[src/rtl/tpot_pkg.sv]
`timescale 1ns / 1ps
// ----------------------------------------------------------------------------
// tpot_pkg
// Shared constants and types of the passive-open connection tracker.
// ----------------------------------------------------------------------------
package tpot_pkg;

  localparam int CONNECTIONS = 8;
  localparam int SLOT_W = (CONNECTIONS > 1) ? $clog2(CONNECTIONS) : 1;
  localparam int CNT_W = $clog2(CONNECTIONS + 1);

  localparam logic [31:0] INITIAL_SEQ = 32'h534D_1000;
  localparam logic [31:0] SEQ_STEP = 32'h0000_0101;
  localparam logic [15:0] ETHERTYPE_IPV4 = 16'h0800;
  localparam logic [7:0] PROTO_TCP = 8'd6;
  localparam logic [7:0] FL_FIN = 8'h01;
  localparam logic [7:0] FL_SYN = 8'h02;
  localparam logic [7:0] FL_RST = 8'h04;
  localparam logic [7:0] FL_ACK = 8'h10;
  localparam logic [15:0] MIN_FRAME = 16'd54;
  localparam logic [15:0] ETH_HDR = 16'd14;

  localparam logic [2:0] ST_HANDLED = 3'd0;
  localparam logic [2:0] ST_EMPTY = 3'd1;
  localparam logic [2:0] ST_SHORT = 3'd2;
  localparam logic [2:0] ST_NOT_US = 3'd3;
  localparam logic [2:0] ST_BAD_IP = 3'd4;
  localparam logic [2:0] ST_BAD_LEN = 3'd5;
  localparam logic [2:0] ST_BAD_TCP = 3'd6;

  localparam logic [1:0] REG_LISTEN_EN = 2'd0;
  localparam logic [1:0] REG_LISTEN_PORT = 2'd1;
  localparam logic [1:0] REG_LOCAL_ADDR = 2'd2;

  typedef struct packed {
    logic [15:0] frame_length;
    logic [15:0] ether_type;
    logic [7:0]  version_ihl;
    logic [15:0] ip_total_length;
    logic [7:0]  ip_protocol;
    logic [31:0] src_address;
    logic [31:0] dst_address;
    logic [15:0] tcp_sport;
    logic [15:0] tcp_dport;
    logic [31:0] seq_number;
    logic [31:0] ack_number;
    logic [15:0] offset_and_flags;
  } hdr_t;

  typedef struct packed {
    logic [2:0]  status;
    logic        reply_valid;
    logic [7:0]  reply_flags;
    logic [31:0] reply_seq;
    logic [31:0] reply_ack;
    logic [31:0] reply_dst_address;
    logic [15:0] reply_sport;
    logic [15:0] reply_dport;
    logic [2:0]  conn_slot;
    logic [3:0]  open_count;
  } res_t;

  // Checker to sequencer: header verdict and payload length.
  typedef struct packed {
    logic [2:0]  status;
    logic        pass;
    logic [15:0] payload;
  } chk_t;

endpackage

[src/rtl/tpot_if.sv]
`timescale 1ns / 1ps
// ----------------------------------------------------------------------------
// tpot_hdr_if / tpot_res_if
// Valid/ready channels for header items and result items.
// ----------------------------------------------------------------------------
interface tpot_hdr_if;
  import tpot_pkg::*;
  logic valid;
  logic ready;
  hdr_t data;
  modport source (output valid, output data, input ready);
  modport sink (input valid, input data, output ready);
endinterface

interface tpot_res_if;
  import tpot_pkg::*;
  logic valid;
  logic ready;
  res_t data;
  modport source (output valid, output data, input ready);
  modport sink (input valid, input data, output ready);
endinterface

[src/rtl/tpot_hdr_check.sv]
`timescale 1ns / 1ps
// ----------------------------------------------------------------------------
// tpot_hdr_check
// Header validation: length, ethertype, IP header, clamped length, protocol, TCP offset, destination address.
// ----------------------------------------------------------------------------
module tpot_hdr_check (
  input  tpot_pkg::hdr_t hdr,
  input  logic [31:0]    local_address,
  output tpot_pkg::chk_t chk
);
  import tpot_pkg::*;

  logic [15:0] ip_avail;
  logic [15:0] ip_hlen;
  logic [15:0] tot;
  logic [15:0] tcp_avail;
  logic [15:0] tcp_hdr_len;

  always_comb begin
    ip_avail = hdr.frame_length - ETH_HDR;
    ip_hlen = {10'd0, hdr.version_ihl[3:0], 2'b00};
    tot = (hdr.ip_total_length > ip_avail) ? ip_avail : hdr.ip_total_length;
    tcp_avail = tot - ip_hlen;
    tcp_hdr_len = {10'd0, hdr.offset_and_flags[15:12], 2'b00};
    chk.payload = tcp_avail - tcp_hdr_len;
    chk.pass = 1'b0;
    priority if (hdr.frame_length == 16'd0) begin
      chk.status = ST_EMPTY;
    end else if (hdr.frame_length < MIN_FRAME || hdr.ether_type != ETHERTYPE_IPV4) begin
      chk.status = ST_SHORT;
    end else if (hdr.version_ihl[7:4] != 4'd4 || hdr.version_ihl[3:0] < 4'd5) begin
      chk.status = ST_BAD_IP;
    end else if (tot < ip_hlen + 16'd20) begin
      chk.status = ST_BAD_LEN;
    end else if (hdr.ip_protocol != PROTO_TCP) begin
      chk.status = ST_NOT_US;
    end else if (tcp_hdr_len < 16'd20 || tcp_hdr_len > tcp_avail) begin
      chk.status = ST_BAD_TCP;
    end else if (hdr.dst_address != local_address) begin
      chk.status = ST_NOT_US;
    end else begin
      chk.status = ST_HANDLED;
      chk.pass = 1'b1;
    end
  end
endmodule

[src/rtl/tcp_passive_open_tracker.sv]
`timescale 1ns / 1ps
// ----------------------------------------------------------------------------
// tcp_passive_open_tracker
// Passive-open TCP connection tracker with a serially searched slot table.
// ----------------------------------------------------------------------------
// Flow: an accepted header is registered, checked in S_CHECK, compared
//   with the slot table in S_SCAN (skipped if it fails the header checks),
//   acted on in S_ACT and held in S_OUT until the sink takes the result. A new
//   header is taken only in S_IDLE. The scan walks the table, one compare per cycle.
// Reset: synchronous active-low rst_n clears all slot-used bits, the
//   registers and the sequencer, and loads the initial sequence number.
// ----------------------------------------------------------------------------
module tcp_passive_open_tracker (
  input  logic                clk,
  input  logic                rst_n,
  tpot_hdr_if.sink            in_ch,
  tpot_res_if.source          out_ch,
  input  logic                cfg_psel,
  input  logic                cfg_penable,
  input  logic                cfg_pwrite,
  input  logic [3:0]          cfg_paddr,
  input  logic [31:0]         cfg_pwdata,
  output logic [31:0]         cfg_prdata,
  output logic                cfg_pready
);
  import tpot_pkg::*;

  localparam logic [2:0] S_IDLE = 3'd0;
  localparam logic [2:0] S_CHECK = 3'd1;
  localparam logic [2:0] S_SCAN = 3'd2;
  localparam logic [2:0] S_ACT = 3'd3;
  localparam logic [2:0] S_OUT = 3'd4;

  logic [2:0] state_r, state_nxt;

  // Configuration registers.
  logic        listen_enable_r;
  logic [15:0] listen_port_r;
  logic [31:0] local_address_r;

  // Slot table: used bits reset, the rest written before read.
  logic [CONNECTIONS-1:0] used_r;
  logic [CONNECTIONS-1:0] estab_r;
  logic [31:0] peer_addr_r [CONNECTIONS];
  logic [31:0] own_addr_r  [CONNECTIONS];
  logic [15:0] peer_port_r [CONNECTIONS];
  logic [15:0] own_port_r  [CONNECTIONS];
  logic [31:0] snd_nxt_r   [CONNECTIONS];
  logic [31:0] rcv_nxt_r   [CONNECTIONS];
  logic [31:0] isn_r;

  hdr_t        hdr_r;
  chk_t        chk;
  chk_t        chk_r;
  logic [CNT_W-1:0] idx_r;
  logic [SLOT_W-1:0] cur;
  logic        hit_r, free_r;
  logic [SLOT_W-1:0] hit_idx_r, free_idx_r;
  logic [CNT_W-1:0] open_r, open_nxt;
  res_t        res_r, res_nxt;
  logic        out_valid_r;

  logic        cfg_wr;
  logic        match;
  logic [7:0]  flags;
  logic        fl_fin, fl_syn, fl_rst, fl_ack;
  logic [31:0] adv_sum;
  logic        do_estab, do_free, do_adv, do_open;

  assign cfg_pready = 1'b1;
  assign cfg_wr = cfg_psel && cfg_penable && cfg_pwrite;
  assign flags = hdr_r.offset_and_flags[7:0];
  assign fl_fin = |(flags & FL_FIN);
  assign fl_syn = |(flags & FL_SYN);
  assign fl_rst = |(flags & FL_RST);
  assign fl_ack = |(flags & FL_ACK);
  assign cur = idx_r[SLOT_W-1:0];

  tpot_hdr_check u_check (
    .hdr           (hdr_r),
    .local_address (local_address_r),
    .chk           (chk)
  );

  // Read back registers.
  always_comb begin
    unique case (cfg_paddr[3:2])
      REG_LISTEN_EN:   cfg_prdata = {31'd0, listen_enable_r};
      REG_LISTEN_PORT: cfg_prdata = {16'd0, listen_port_r};
      REG_LOCAL_ADDR:  cfg_prdata = local_address_r;
      default:         cfg_prdata = 32'd0;
    endcase
  end

  always_ff @(posedge clk) begin
    if (!rst_n) begin
      listen_enable_r <= 1'b0;
      listen_port_r <= 16'd0;
      local_address_r <= 32'd0;
    end else if (cfg_wr) begin
      unique case (cfg_paddr[3:2])
        REG_LISTEN_EN:   listen_enable_r <= cfg_pwdata[0];
        REG_LISTEN_PORT: listen_port_r <= cfg_pwdata[15:0];
        REG_LOCAL_ADDR:  local_address_r <= cfg_pwdata;
        default: ;
      endcase
    end
  end

  // One table entry compared per cycle in the scan.
  assign match = used_r[cur] && peer_port_r[cur] == hdr_r.tcp_sport &&
                 own_port_r[cur] == hdr_r.tcp_dport &&
                 peer_addr_r[cur] == hdr_r.src_address &&
                 own_addr_r[cur] == hdr_r.dst_address;

  always_comb begin
    state_nxt = state_r;
    unique case (state_r)
      S_IDLE:  if (in_ch.valid) state_nxt = S_CHECK;
      S_CHECK: state_nxt = chk.pass ? S_SCAN : S_ACT;
      S_SCAN:  if (idx_r == CNT_W'(CONNECTIONS - 1)) state_nxt = S_ACT;
      S_ACT:   state_nxt = S_OUT;
      S_OUT:   if (out_ch.ready) state_nxt = S_IDLE;
      default: state_nxt = S_IDLE;
    endcase
  end

  // Decide the table update and build the result once the scan is done.
  always_comb begin
    adv_sum = hdr_r.seq_number + 32'(chk_r.payload) + 32'(fl_fin);
    do_estab = 1'b0;
    do_free = 1'b0;
    do_adv = 1'b0;
    do_open = 1'b0;
    res_nxt = '0;
    res_nxt.status = chk_r.status;
    if (chk_r.pass) begin
      if (hit_r) begin
        res_nxt.conn_slot = 3'(hit_idx_r);
        if (!estab_r[hit_idx_r]) begin
          // Handshake: matching ACK establishes, RST drops the entry.
          if (fl_ack && !fl_syn && hdr_r.ack_number == snd_nxt_r[hit_idx_r]) begin
            do_estab = 1'b1;
          end else if (fl_rst) begin
            do_free = 1'b1;
          end
        end else if (chk_r.payload != 16'd0 || fl_fin) begin
          // Advance the receive number over payload and FIN, answer ACK.
          do_adv = 1'b1;
          do_free = fl_fin;
          res_nxt.reply_valid = 1'b1;
          res_nxt.reply_flags = FL_ACK;
          res_nxt.reply_seq = snd_nxt_r[hit_idx_r];
          res_nxt.reply_ack = adv_sum;
          res_nxt.reply_dst_address = hdr_r.src_address;
          res_nxt.reply_sport = hdr_r.tcp_dport;
          res_nxt.reply_dport = hdr_r.tcp_sport;
        end
      end else if (listen_enable_r && hdr_r.tcp_dport == listen_port_r &&
                   fl_syn && !fl_ack) begin
        // Open in the first free slot, or overwrite slot 0 when full.
        do_open = 1'b1;
        res_nxt.conn_slot = 3'(free_idx_r);
        res_nxt.reply_valid = 1'b1;
        res_nxt.reply_flags = FL_SYN | FL_ACK;
        res_nxt.reply_seq = isn_r;
        res_nxt.reply_ack = hdr_r.seq_number + 32'd1;
        res_nxt.reply_dst_address = hdr_r.src_address;
        res_nxt.reply_sport = hdr_r.tcp_dport;
        res_nxt.reply_dport = hdr_r.tcp_sport;
      end else begin
        res_nxt.status = ST_NOT_US;
      end
    end
    open_nxt = open_r;
    if (do_free) begin
      open_nxt = open_r - 1'b1;
    end else if (do_open && free_r) begin
      open_nxt = open_r + 1'b1;
    end
    res_nxt.open_count = 4'(open_nxt);
  end

  assign in_ch.ready = (state_r == S_IDLE);
  assign out_ch.valid = out_valid_r;
  assign out_ch.data = res_r;

  always_ff @(posedge clk) begin
    if (!rst_n) begin
      state_r <= S_IDLE;
      used_r <= '0;
      isn_r <= INITIAL_SEQ;
      out_valid_r <= 1'b0;
      open_r <= '0;
    end else begin
      state_r <= state_nxt;
      unique case (state_r)
        S_IDLE: begin
          hdr_r <= in_ch.data;
        end
        S_CHECK: begin
          chk_r <= chk;
          idx_r <= '0;
          hit_r <= 1'b0;
          free_r <= 1'b0;
          hit_idx_r <= '0;
          free_idx_r <= '0;
        end
        S_SCAN: begin
          // Keep the first hit and the first free slot.
          if (match && !hit_r) begin
            hit_r <= 1'b1;
            hit_idx_r <= cur;
          end
          if (!used_r[cur] && !free_r) begin
            free_r <= 1'b1;
            free_idx_r <= cur;
          end
          idx_r <= idx_r + 1'b1;
        end
        S_ACT: begin
          res_r <= res_nxt;
          out_valid_r <= 1'b1;
          open_r <= open_nxt;
          if (do_estab) estab_r[hit_idx_r] <= 1'b1;
          if (do_free) used_r[hit_idx_r] <= 1'b0;
          if (do_adv) rcv_nxt_r[hit_idx_r] <= adv_sum;
          if (do_open) begin
            used_r[free_idx_r] <= 1'b1;
            estab_r[free_idx_r] <= 1'b0;
            peer_addr_r[free_idx_r] <= hdr_r.src_address;
            own_addr_r[free_idx_r] <= hdr_r.dst_address;
            peer_port_r[free_idx_r] <= hdr_r.tcp_sport;
            own_port_r[free_idx_r] <= hdr_r.tcp_dport;
            rcv_nxt_r[free_idx_r] <= hdr_r.seq_number + 32'd1;
            snd_nxt_r[free_idx_r] <= isn_r + 32'd1;
            isn_r <= isn_r + SEQ_STEP;
          end
        end
        S_OUT: begin
          // Hold the result until the sink takes it.
          if (out_ch.ready) out_valid_r <= 1'b0;
        end
        default: ;
      endcase
    end
  end

  // Assertions.
  always_ff @(posedge clk) begin
    if (rst_n && state_r == S_IDLE) begin
      assert (open_r == CNT_W'($countones(used_r)))
        else $error("open count disagrees with used bits");
    end
  end

  a_busy_no_accept: assert property (@(posedge clk) disable iff (!rst_n)
    (state_r != S_IDLE) |-> !in_ch.ready)
    else $error("accepting while busy");

  a_out_hold: assert property (@(posedge clk) disable iff (!rst_n)
    (out_ch.valid && !out_ch.ready) |=> (out_ch.valid && state_r == S_OUT))
    else $error("result dropped while stalled");

  a_one_item: assert property (@(posedge clk) disable iff (!rst_n)
    out_ch.valid |-> (state_r == S_OUT || state_r == S_IDLE))
    else $error("result valid outside output phase");

endmodule

[src/flat_wrapper.sv]
// flat-port wrapper written by rule: the top's interface ports become plain ports
module tcp_passive_open_tracker_flat import tpot_pkg::*;
  (clk, rst_n, cfg_psel, cfg_penable, cfg_pwrite, cfg_paddr, cfg_pwdata, cfg_prdata, cfg_pready, in_ch_valid, in_ch_data, in_ch_ready, out_ch_valid, out_ch_data, out_ch_ready);
  tpot_hdr_if in_ch_i ();
  tpot_res_if out_ch_i ();
  input  logic clk;
  input  logic rst_n;
  input  logic cfg_psel;
  input  logic cfg_penable;
  input  logic cfg_pwrite;
  input  logic [3:0] cfg_paddr;
  input  logic [31:0] cfg_pwdata;
  output logic [31:0] cfg_prdata;
  output logic cfg_pready;
  input wire logic [$bits(in_ch_i.valid)-1:0] in_ch_valid;
  input wire logic [$bits(in_ch_i.data)-1:0] in_ch_data;
  output wire logic [$bits(in_ch_i.ready)-1:0] in_ch_ready;
  output wire logic [$bits(out_ch_i.valid)-1:0] out_ch_valid;
  output wire logic [$bits(out_ch_i.data)-1:0] out_ch_data;
  input wire logic [$bits(out_ch_i.ready)-1:0] out_ch_ready;
  assign in_ch_i.valid = in_ch_valid;
  assign in_ch_i.data = in_ch_data;
  assign in_ch_ready = in_ch_i.ready;
  assign out_ch_valid = out_ch_i.valid;
  assign out_ch_data = out_ch_i.data;
  assign out_ch_i.ready = out_ch_ready;
  tcp_passive_open_tracker u_core (.clk(clk), .rst_n(rst_n), .in_ch(in_ch_i), .out_ch(out_ch_i), .cfg_psel(cfg_psel), .cfg_penable(cfg_penable), .cfg_pwrite(cfg_pwrite), .cfg_paddr(cfg_paddr), .cfg_pwdata(cfg_pwdata), .cfg_prdata(cfg_prdata), .cfg_pready(cfg_pready));
endmodule
[config.mk]
export PLATFORM = sky130hd
export DESIGN_NAME = tcp_passive_open_tracker_flat
export DESIGN_NICKNAME = d
export VERILOG_FILES = /design/src/rtl/tpot_pkg.sv /design/src/rtl/tpot_if.sv /design/src/rtl/tpot_hdr_check.sv /design/src/rtl/tcp_passive_open_tracker.sv /design/src/flat_wrapper.sv
export SDC_FILE = /design/constraint.sdc
export NUM_CORES = 2
export LEC_CHECK = 0
export ABC_AREA = 0
export BUFFER_PORTS_ARGS = -buffer_cell sky130_fd_sc_hd__buf_2
export CORE_MARGIN = 2
export CORE_UTILIZATION = 42
export DETAILED_ROUTE_END_ITERATION = 16
export PLACE_DENSITY = 0.64
export SYNTH_ARGS = -nofsm -noshare
export SYNTH_HDL_FRONTEND = slang
export SYNTH_SLANG_ARGS = --single-unit
[constraint.sdc]
create_clock -name clk -period 12.4 [get_ports clk]
set_input_delay 0 -clock clk [delete_from_list [all_inputs] [get_ports clk]]
set_output_delay 0 -clock clk [all_outputs]
set_load 0.01 [all_outputs]
=== Word level (Yosys, flattened, before mapping) ===
Memory sizes are Yosys's and may differ from the RTL's. A register that Yosys moved wholly into a read port is not among the register bits.
Cells that the tools add are included.

* Add/subtract/negate cells: 12
* Order comparisons: 11
* Eq/ne operators: 22
* Muxes and demuxes: 78
* Bitwise logic cells: 6
* Reduce and logical (&&, ||, !) cells: 44

{| class="wikitable"
|+ Operator list
! cell !! number
|-
| $mux W140 || 2
|-
| $mux W137 || 2
|-
| $mux W143 || 1
|-
| $eq A32 B32 Y1 || 3
|-
| $pmux W32 S3 || 1
|-
| $add A32 B1 Y32 const B || 2
|-
| $mux W8 || 8
|-
| $eq A16 B16 Y1 || 3
|-
| $mux W3 || 16
|-
| $add A32 B1 Y32 || 1
|-
| $add A32 B16 Y32 || 1
|-
| $add A32 B9 Y32 const B || 1
|-
| $mux W1 || 32
|-
| $ne A32 B32 Y1 || 1
|-
| $sub A16 B6 Y16 || 2
|-
| $reduce_and A2 Y1 || 9
|-
| $and A8 B8 Y8 || 2
|-
| $gt A16 B16 Y1 || 1
|-
| $gt A6 B16 Y1 || 1
|-
| $logic_and A1 B1 Y1 || 16
|-
| $logic_not A16 Y1 || 1
|-
| $lt A16 B6 Y1 const B || 1
|-
| $lt A16 B7 Y1 || 1
|-
| $mux W16 || 1
|-
| other kinds (37) || 64
|}

* Bits in registers: 524
* RAM bits: 1,024
* Input port bits: 283
* Output and inout bits: 182
* Logic and storage cells: 218
* Memories: 5

{| class="wikitable"
|+ Memories
! memory !! words !! bits a word !! read ports !! clocked after memory_dff !! wr ports !! RTL line !! RTL
|-
| u_core.own_addr_r || 8 || 32 || 1 || 1 || 1 || tcp_passive_open_tracker.sv:45 || <nowiki>logic [31:0] own_addr_r [CONNECTIONS];</nowiki>
|-
| u_core.peer_addr_r || 8 || 32 || 1 || 1 || 1 || tcp_passive_open_tracker.sv:44 || <nowiki>logic [31:0] peer_addr_r [CONNECTIONS];</nowiki>
|-
| u_core.snd_nxt_r || 8 || 32 || 1 || 1 || 1 || tcp_passive_open_tracker.sv:48 || <nowiki>logic [31:0] snd_nxt_r [CONNECTIONS];</nowiki>
|-
| u_core.own_port_r || 8 || 16 || 1 || 1 || 1 || tcp_passive_open_tracker.sv:47 || <nowiki>logic [15:0] own_port_r [CONNECTIONS];</nowiki>
|-
| u_core.peer_port_r || 8 || 16 || 1 || 1 || 1 || tcp_passive_open_tracker.sv:46 || <nowiki>logic [15:0] peer_port_r [CONNECTIONS];</nowiki>
|}

=== Logic depth before layout (Yosys ltp) ===
* Word-level depth: 14
* Mapped depth: 26

=== Cells and area by module ===
From an unflattened synthesis, not the netlist that was laid out.

* Cells, all modules: 3,826
* Area, all modules: 64,017.6 um2

{| class="wikitable"
|+ Modules (own cells, without submodules)
! module !! times used !! cells an instance !! area an instance (um2) !! sequential area each (um2)
|-
| tcp_passive_open_tracker || 1 || 3,374 || 60,868.4 || 45,423.6
|-
| tpot_hdr_check || 1 || 452 || 3,149.3 || 0.0
|}

=== Worst setup path after synthesis ===
OpenSTA, ideal clock, no wires.

* Kind: reg2reg
* Start point: register u_core.hdr_r[85] in the netlist's numbering
* End point: memory u_core.own_addr_r[4][0], enable pin
* Arrival: 10,728 ps
* Slack: 899 ps
* Stages on the path, launching flop included: 8
* Period minus slack after synthesis: 11,501 ps
* Path through: edfxtp_1 xor2_1 or3_1 nor4_1 nand2_1 inv_1 nand3_1 nor3_1

* Longest elaborated chain between the ends: 11

{| class="wikitable"
|+ Ends and longest elaborated chain
! element !! RTL line !! RTL
|-
| from (decl) || tcp_passive_open_tracker.sv:52 || <nowiki>hdr_t hdr_r;</nowiki>
|-
| from (signal assigned) || tcp_passive_open_tracker.sv:199 || <nowiki>hdr_r <= in_ch.data;</nowiki>
|-
| $eq A16 B16 Y1 || tcp_passive_open_tracker.sv:159 || <nowiki>end else if (listen_enable_r && hdr_r.tcp_dport == listen_port_r &&</nowiki>
|-
| $logic_and A1 B1 Y1 (2 in a row) || tcp_passive_open_tracker.sv:159 ||
|-
| $logic_and A1 B1 Y1 || tcp_passive_open_tracker.sv:160 || <nowiki>fl_syn && !fl_ack) begin</nowiki>
|-
| $mux W1 || tcp_passive_open_tracker.sv:159 ||
|-
| $mux W1 || tcp_passive_open_tracker.sv:138 || <nowiki>if (hit_r) begin</nowiki>
|-
| $mux W1 || tcp_passive_open_tracker.sv:137 || <nowiki>if (chk_r.pass) begin</nowiki>
|-
| $mux W1 || tcp_passive_open_tracker.sv:228 || <nowiki>if (do_open) begin</nowiki>
|-
| $mux W1 || tcp_passive_open_tracker.sv:197 || <nowiki>unique case (state_r)</nowiki>
|-
| $mux W1 || tcp_passive_open_tracker.sv:189 || <nowiki>if (!rst_n) begin</nowiki>
|-
| $mux W1 (implied by the code) || tcp_passive_open_tracker.sv:232 || <nowiki>own_addr_r[free_idx_r] <= hdr_r.dst_address;</nowiki>
|-
| to (decl) || tcp_passive_open_tracker.sv:45 ||
|}

No other way between the ends.

=== Final worst setup path ===
* Start point: register u_core.hdr_r[225] in the netlist's numbering
* End point: register u_core.chk_r[17] in the netlist's numbering, data pin

* Longest elaborated chain between the ends: 11
* Elaborated cells on any way between the ends: 15
* Classes of those cells: 2 x add/sub; 4 x order compare; 6 x mux; 3 x reduce/logical

{| class="wikitable"
|+ Ends and longest elaborated chain
! element !! RTL line !! RTL
|-
| $sub A16 B4 Y16 || tpot_hdr_check.sv:20 || <nowiki>ip_avail = hdr.frame_length - ETH_HDR;</nowiki>
|-
| $gt A16 B16 Y1 || tpot_hdr_check.sv:22 || <nowiki>tot = (hdr.ip_total_length > ip_avail) ? ip_avail : hdr.ip_total_length;</nowiki>
|-
| $mux W16 || tpot_hdr_check.sv:22 ||
|-
| $sub A16 B6 Y16 || tpot_hdr_check.sv:23 || <nowiki>tcp_avail = tot - ip_hlen;</nowiki>
|-
| $gt A6 B16 Y1 || tpot_hdr_check.sv:37 || <nowiki>end else if (tcp_hdr_len < 16'd20 || tcp_hdr_len > tcp_avail) begin</nowiki>
|-
| $logic_or A1 B1 Y1 || tpot_hdr_check.sv:37 ||
|-
| $mux W3 || tpot_hdr_check.sv:37 ||
|-
| $mux W3 || tpot_hdr_check.sv:35 || <nowiki>end else if (hdr.ip_protocol != PROTO_TCP) begin</nowiki>
|-
| $mux W3 || tpot_hdr_check.sv:33 || <nowiki>end else if (tot < ip_hlen + 16'd20) begin</nowiki>
|-
| $mux W3 || tpot_hdr_check.sv:31 || <nowiki>end else if (hdr.version_ihl[7:4] != 4'd4 || hdr.version_ihl[3:0] < 4'd5) begin</nowiki>
|-
| $mux W2 || tpot_hdr_check.sv:29 || <nowiki>end else if (hdr.frame_length < MIN_FRAME || hdr.ether_type != ETHERTYPE_IPV4) begin</nowiki>
|-
| to (signal assigned) || tcp_passive_open_tracker.sv:202 || <nowiki>chk_r <= chk;</nowiki>
|-
| to (decl) || tcp_passive_open_tracker.sv:54 || <nowiki>chk_t chk_r;</nowiki>
|}

Several ways; a longest one is shown, not always the timed one.
A chain may end at the register's enable or synchronous reset.

==> summary.md <==
| Metric | Value |
|---|---|
| Pre-CTS setup slack | 4.33 ns |
| Clock Path Buffers | 3 |
| Die Height | approximately 390 um |
| First-iteration detailed-routing DRC count | around 3600 |
| CTS Buf Count | about 170 |
| HPWL after DPL | just over 100 mm |
| Fill count | 12035 |
| Final Cycle Share | between 60% and 70% |
| Final hold vios | 0 |
| Post-synth cell types | 85 |
| Final Net Count | around 5000 |
| Max cap viols | 0 |
| Crit-path max FO | 19 |
| Max-slew violation count | 0 |
| Worst-Skew Late Latency | around 0.79 ns |
| Seq/Total Area, Yosys | between 70% and 80% |
| DRC Markers | 0 |
| First-pass GRT wire length | around 250 mm |
| Mean Syn Cell Area | between 15 and 20 um2 |
| CTS tree | built |
| Number of cells on the worst hold path | 2 |
| Combinational family with the most area after synthesis | multiplexers |
| Synth Area in XOR/XNOR | 3.85% |
| Critical path's top delay family | compound AO/OA/AOI/OAI gates |
| Placed instance count | 5942 |
| Levels on crit path | 24 |
| Worst IR Drop VDD | ~0.00021 V |
| Commonest cells after routing, fill and taps aside | 1436 x edfxtp_1, 539 x dlygate4sd3_1, 447 x buf_2 |
| Clock sinks | ~1500 |
| I/O pin cnt | 465 |
| GP Congestion | 0.874 |
| Simple-Gate Fraction of Synth Area | under 10% |
| Tightest Pin Transition | ~1.2 ns |
| Final Setup Violations | 0 |
| Fin cells | a little under 7000 |
| WL per Instance | 25.2 um |
| Gate Count Post-Synth | roughly 3700 |
| Final WS setup | 4.24 ns |
| CP bufs+invs | 1 |
| Clk_skew | between 0.03 and 0.04 ns |
| Vias in the first global route | ~38000 |
| Synth Area in Compound Gates | between 3 and 4% |
| CTS Root Cell | clkbuf_16 |
| Worst hold-check path type | input pin to flop |
| CP Launch Type | flop |
| FF+latch count, synth | between 1500 and 2000 |
| R2R cell count | 24 |
| Share of cells above drive strength 1 | roughly 22% |
| Status | complete, no violations |
| Routed Antenna Nets | 0 |
| Post-synth top flop | edfxtp_1 |
| Design Area, Final | between 70000 and 80000 um2 |
| Total gr overflow | 0 |
| Adder-Cell Fraction of Synth Area | 1.16% |
| Core Util, Final | around 52% |
| Pleak | 26.6 nW |
| Die Wd | between 300 and 400 um |
| Worst hold slack | about 0.038 ns |
| Number of enable flip-flop cells after synthesis | between 1000 and 1500 |
| P&R area growth vs syn | 24.5% |
| PostCTS Resize Cnt | 0 |
| Mux cell area share after synthesis | between 10% and 20% |
| 1st-pass router iterations | 5 |
| Slew headroom | 20.3% |
| Pin count of the biggest net entering global routing | 108 |
| P per Cell Area | 190 nW/um2 |
| Crit path max-delay cell type | nor2b_1 |
| Setup bufs post-CTS | 0 |
| Initial core utilization | between 40% and 50% |
| Post-synthesis cell area | roughly 63000 um2 |
| Reg clk slew, reported paths | approximately 0.060 ns |
| FP Rows | 142 |
| H-tree level count | 4 |
| Yosys Warn Count | 0 |
| Critical Path AT | between 8 and 9 ns |
| Initial antenna violation count | 18 |
| Final Power | 14.9 mW |
| Placed instance area | 67500 um2 |
| RSZ-0062 raised after global routing | false |
| Overall routing resource usage | ~22% |
| Commonest non-fill, non-tap cell in the layout | edfxtp_1 |
| Die area | about 150000 um2 |
| Fmax | around 120 MHz |
| Drt total wl | 171 mm |
| Tmin final | between 8 and 9 ns |
| Critical path's largest stage delay | 0.59 ns |
| CP Capture Type | flop |
| Crit-path cells | ha_1, a2111oi_4, or4b_1, xnor2_1, inv_1, ha_1, a21oi_1, a21oi_1, a211oi_1, a22oi_1, a21oi_4, mux2i_1, ha_1, fa_1, nor2b_1, o21ai_0, nor2b_1, a41oi_1, xor2_1, nor4bb_1, a41oi_1, nor4_2, a21oi_1, or3_1 |
| Port bufs | between 400 and 500 |
| Core ar. | 149000 um2 |
| CP Data Required Time | roughly 13 ns |
| Avg Vias per Cell | 5.49 |
| Asr flop ratio synth | 0% |
| Total number of vias | approximately 37000 |
| Setup tns final | 0 ns |
| CP Class | flop to flop |
==> kinds of logic after synthesis <==
family                     after synthesis
buffers and inverters                  218
DFF                                   1539
muxes                                  400
other                                    2
and+or+nand+nor                        776
xor gates and xnor gates               273
AOI/OAI and AO/OA                      388
adders and majority gates               56
==> cell type report <==
class / count / area (um2) / area share [%]
Antenna cell: 2 / 5.00 / 0.00639
Clock buffer: 207 / 4370 / 5.58
Clock inverter: 99 / 1090 / 1.39
Inverter: 61 / 236 / 0.302
Multi-Input combinational cell: 1900 / 16900 / 21.6
Sequential cell: 1539 / 45200 / 57.7
Tap cell: 1944 / 2430 / 3.11
Timing Repair Buffer: 1037 / 8070 / 10.3
==> power breakdown <==
part / leakage (nW) / switching (mW) / internal (mW) / total, mW
registers: 13.6 / 0.474 / 6.16 / 6.63
logic: 10.3 / 1.78 / 1.52 / 3.30
clock network: 2.66 / 2.09 / 2.86 / 4.95
total: 26.6 / 4.35 / 10.5 / 14.9
==> registers in the layout (all words and copies together) (netlist names), 20 cells and up, named ones only <==
register / flops
u_core.own_addr_r: 256
u_core.peer_addr_r: 256
u_core.snd_nxt_r: 256
u_core.hdr_r: 228
u_core.out_ch.data: 140
u_core.own_port_r: 128
u_core.peer_port_r: 128
u_core.isn_r: 32
u_core.local_address_r: 32
u_core.chk_r: 20
==> worst paths after layout <==
| check | start | end | slack (ns) |
|---|---|---|---|
| max | u_core.hdr_r[225] | u_core.chk_r[17] | 4.24 |
| min | in_ch_data[125] | u_core.hdr_r[125] | 0.04 |
| max reg2reg | u_core.hdr_r[225] | u_core.chk_r[17] | 4.24 |
| min reg2reg | u_core.local_address_r[27] | u_core.local_address_r[27] | 0.48 |
==> synthesized netlist by cell type, types with 7 or more instances <==
cell / number / area, um2
or3_1: 19 / 119
or2_2: 9 / 56.3
a31oi_1: 13 / 81.3
mux4_2: 258 / 5810
buf_1: 11 / 41.3
a22oi_1: 14 / 105
o2111ai_1: 7 / 61.3
ha_1: 52 / 651
nand2b_1: 16 / 100
xnor2_1: 125 / 1090
o21ai_0: 87 / 435
nand3b_1: 11 / 82.6
and2_1: 94 / 588
o31ai_1: 12 / 90.1
a211oi_1: 8 / 60.1
nand3_1: 49 / 245
o22ai_1: 26 / 163
xor2_1: 146 / 1280
edfxtp_1: 1436 / 43100
nor3_1: 33 / 165
clkbuf_1: 101 / 379
a22o_1: 19 / 166
a21oi_1: 125 / 626
inv_1: 59 / 221
buf_4: 16 / 120
nor4_1: 51 / 319
nor2b_1: 14 / 87.6
o211ai_1: 8 / 60.1
nand4_1: 43 / 269
buf_2: 29 / 145
nand2_1: 258 / 968
or4_1: 11 / 82.6
dfxtp_1: 103 / 2060
and3_1: 19 / 119
a21o_1: 11 / 82.6
mux2i_1: 142 / 1420
nor2_1: 121 / 454
==> timing repair <==
item / 4_1_cts / 5_1_grt
endpoints found under the hold margin: 306 / 0
endpoints found under the setup margin: 0 / 0
hold buffers: 539 / 0
==> layer usage <==
metal / part of all wire (%) / global-route usage (%)
met1: 42 / 30.4
met2: 48 / 35.9
met3: 7.5 / 4.53
met4: 2.5 / 6.14
met5: 0.053 / 0
(Power assumes the default switching activity.)
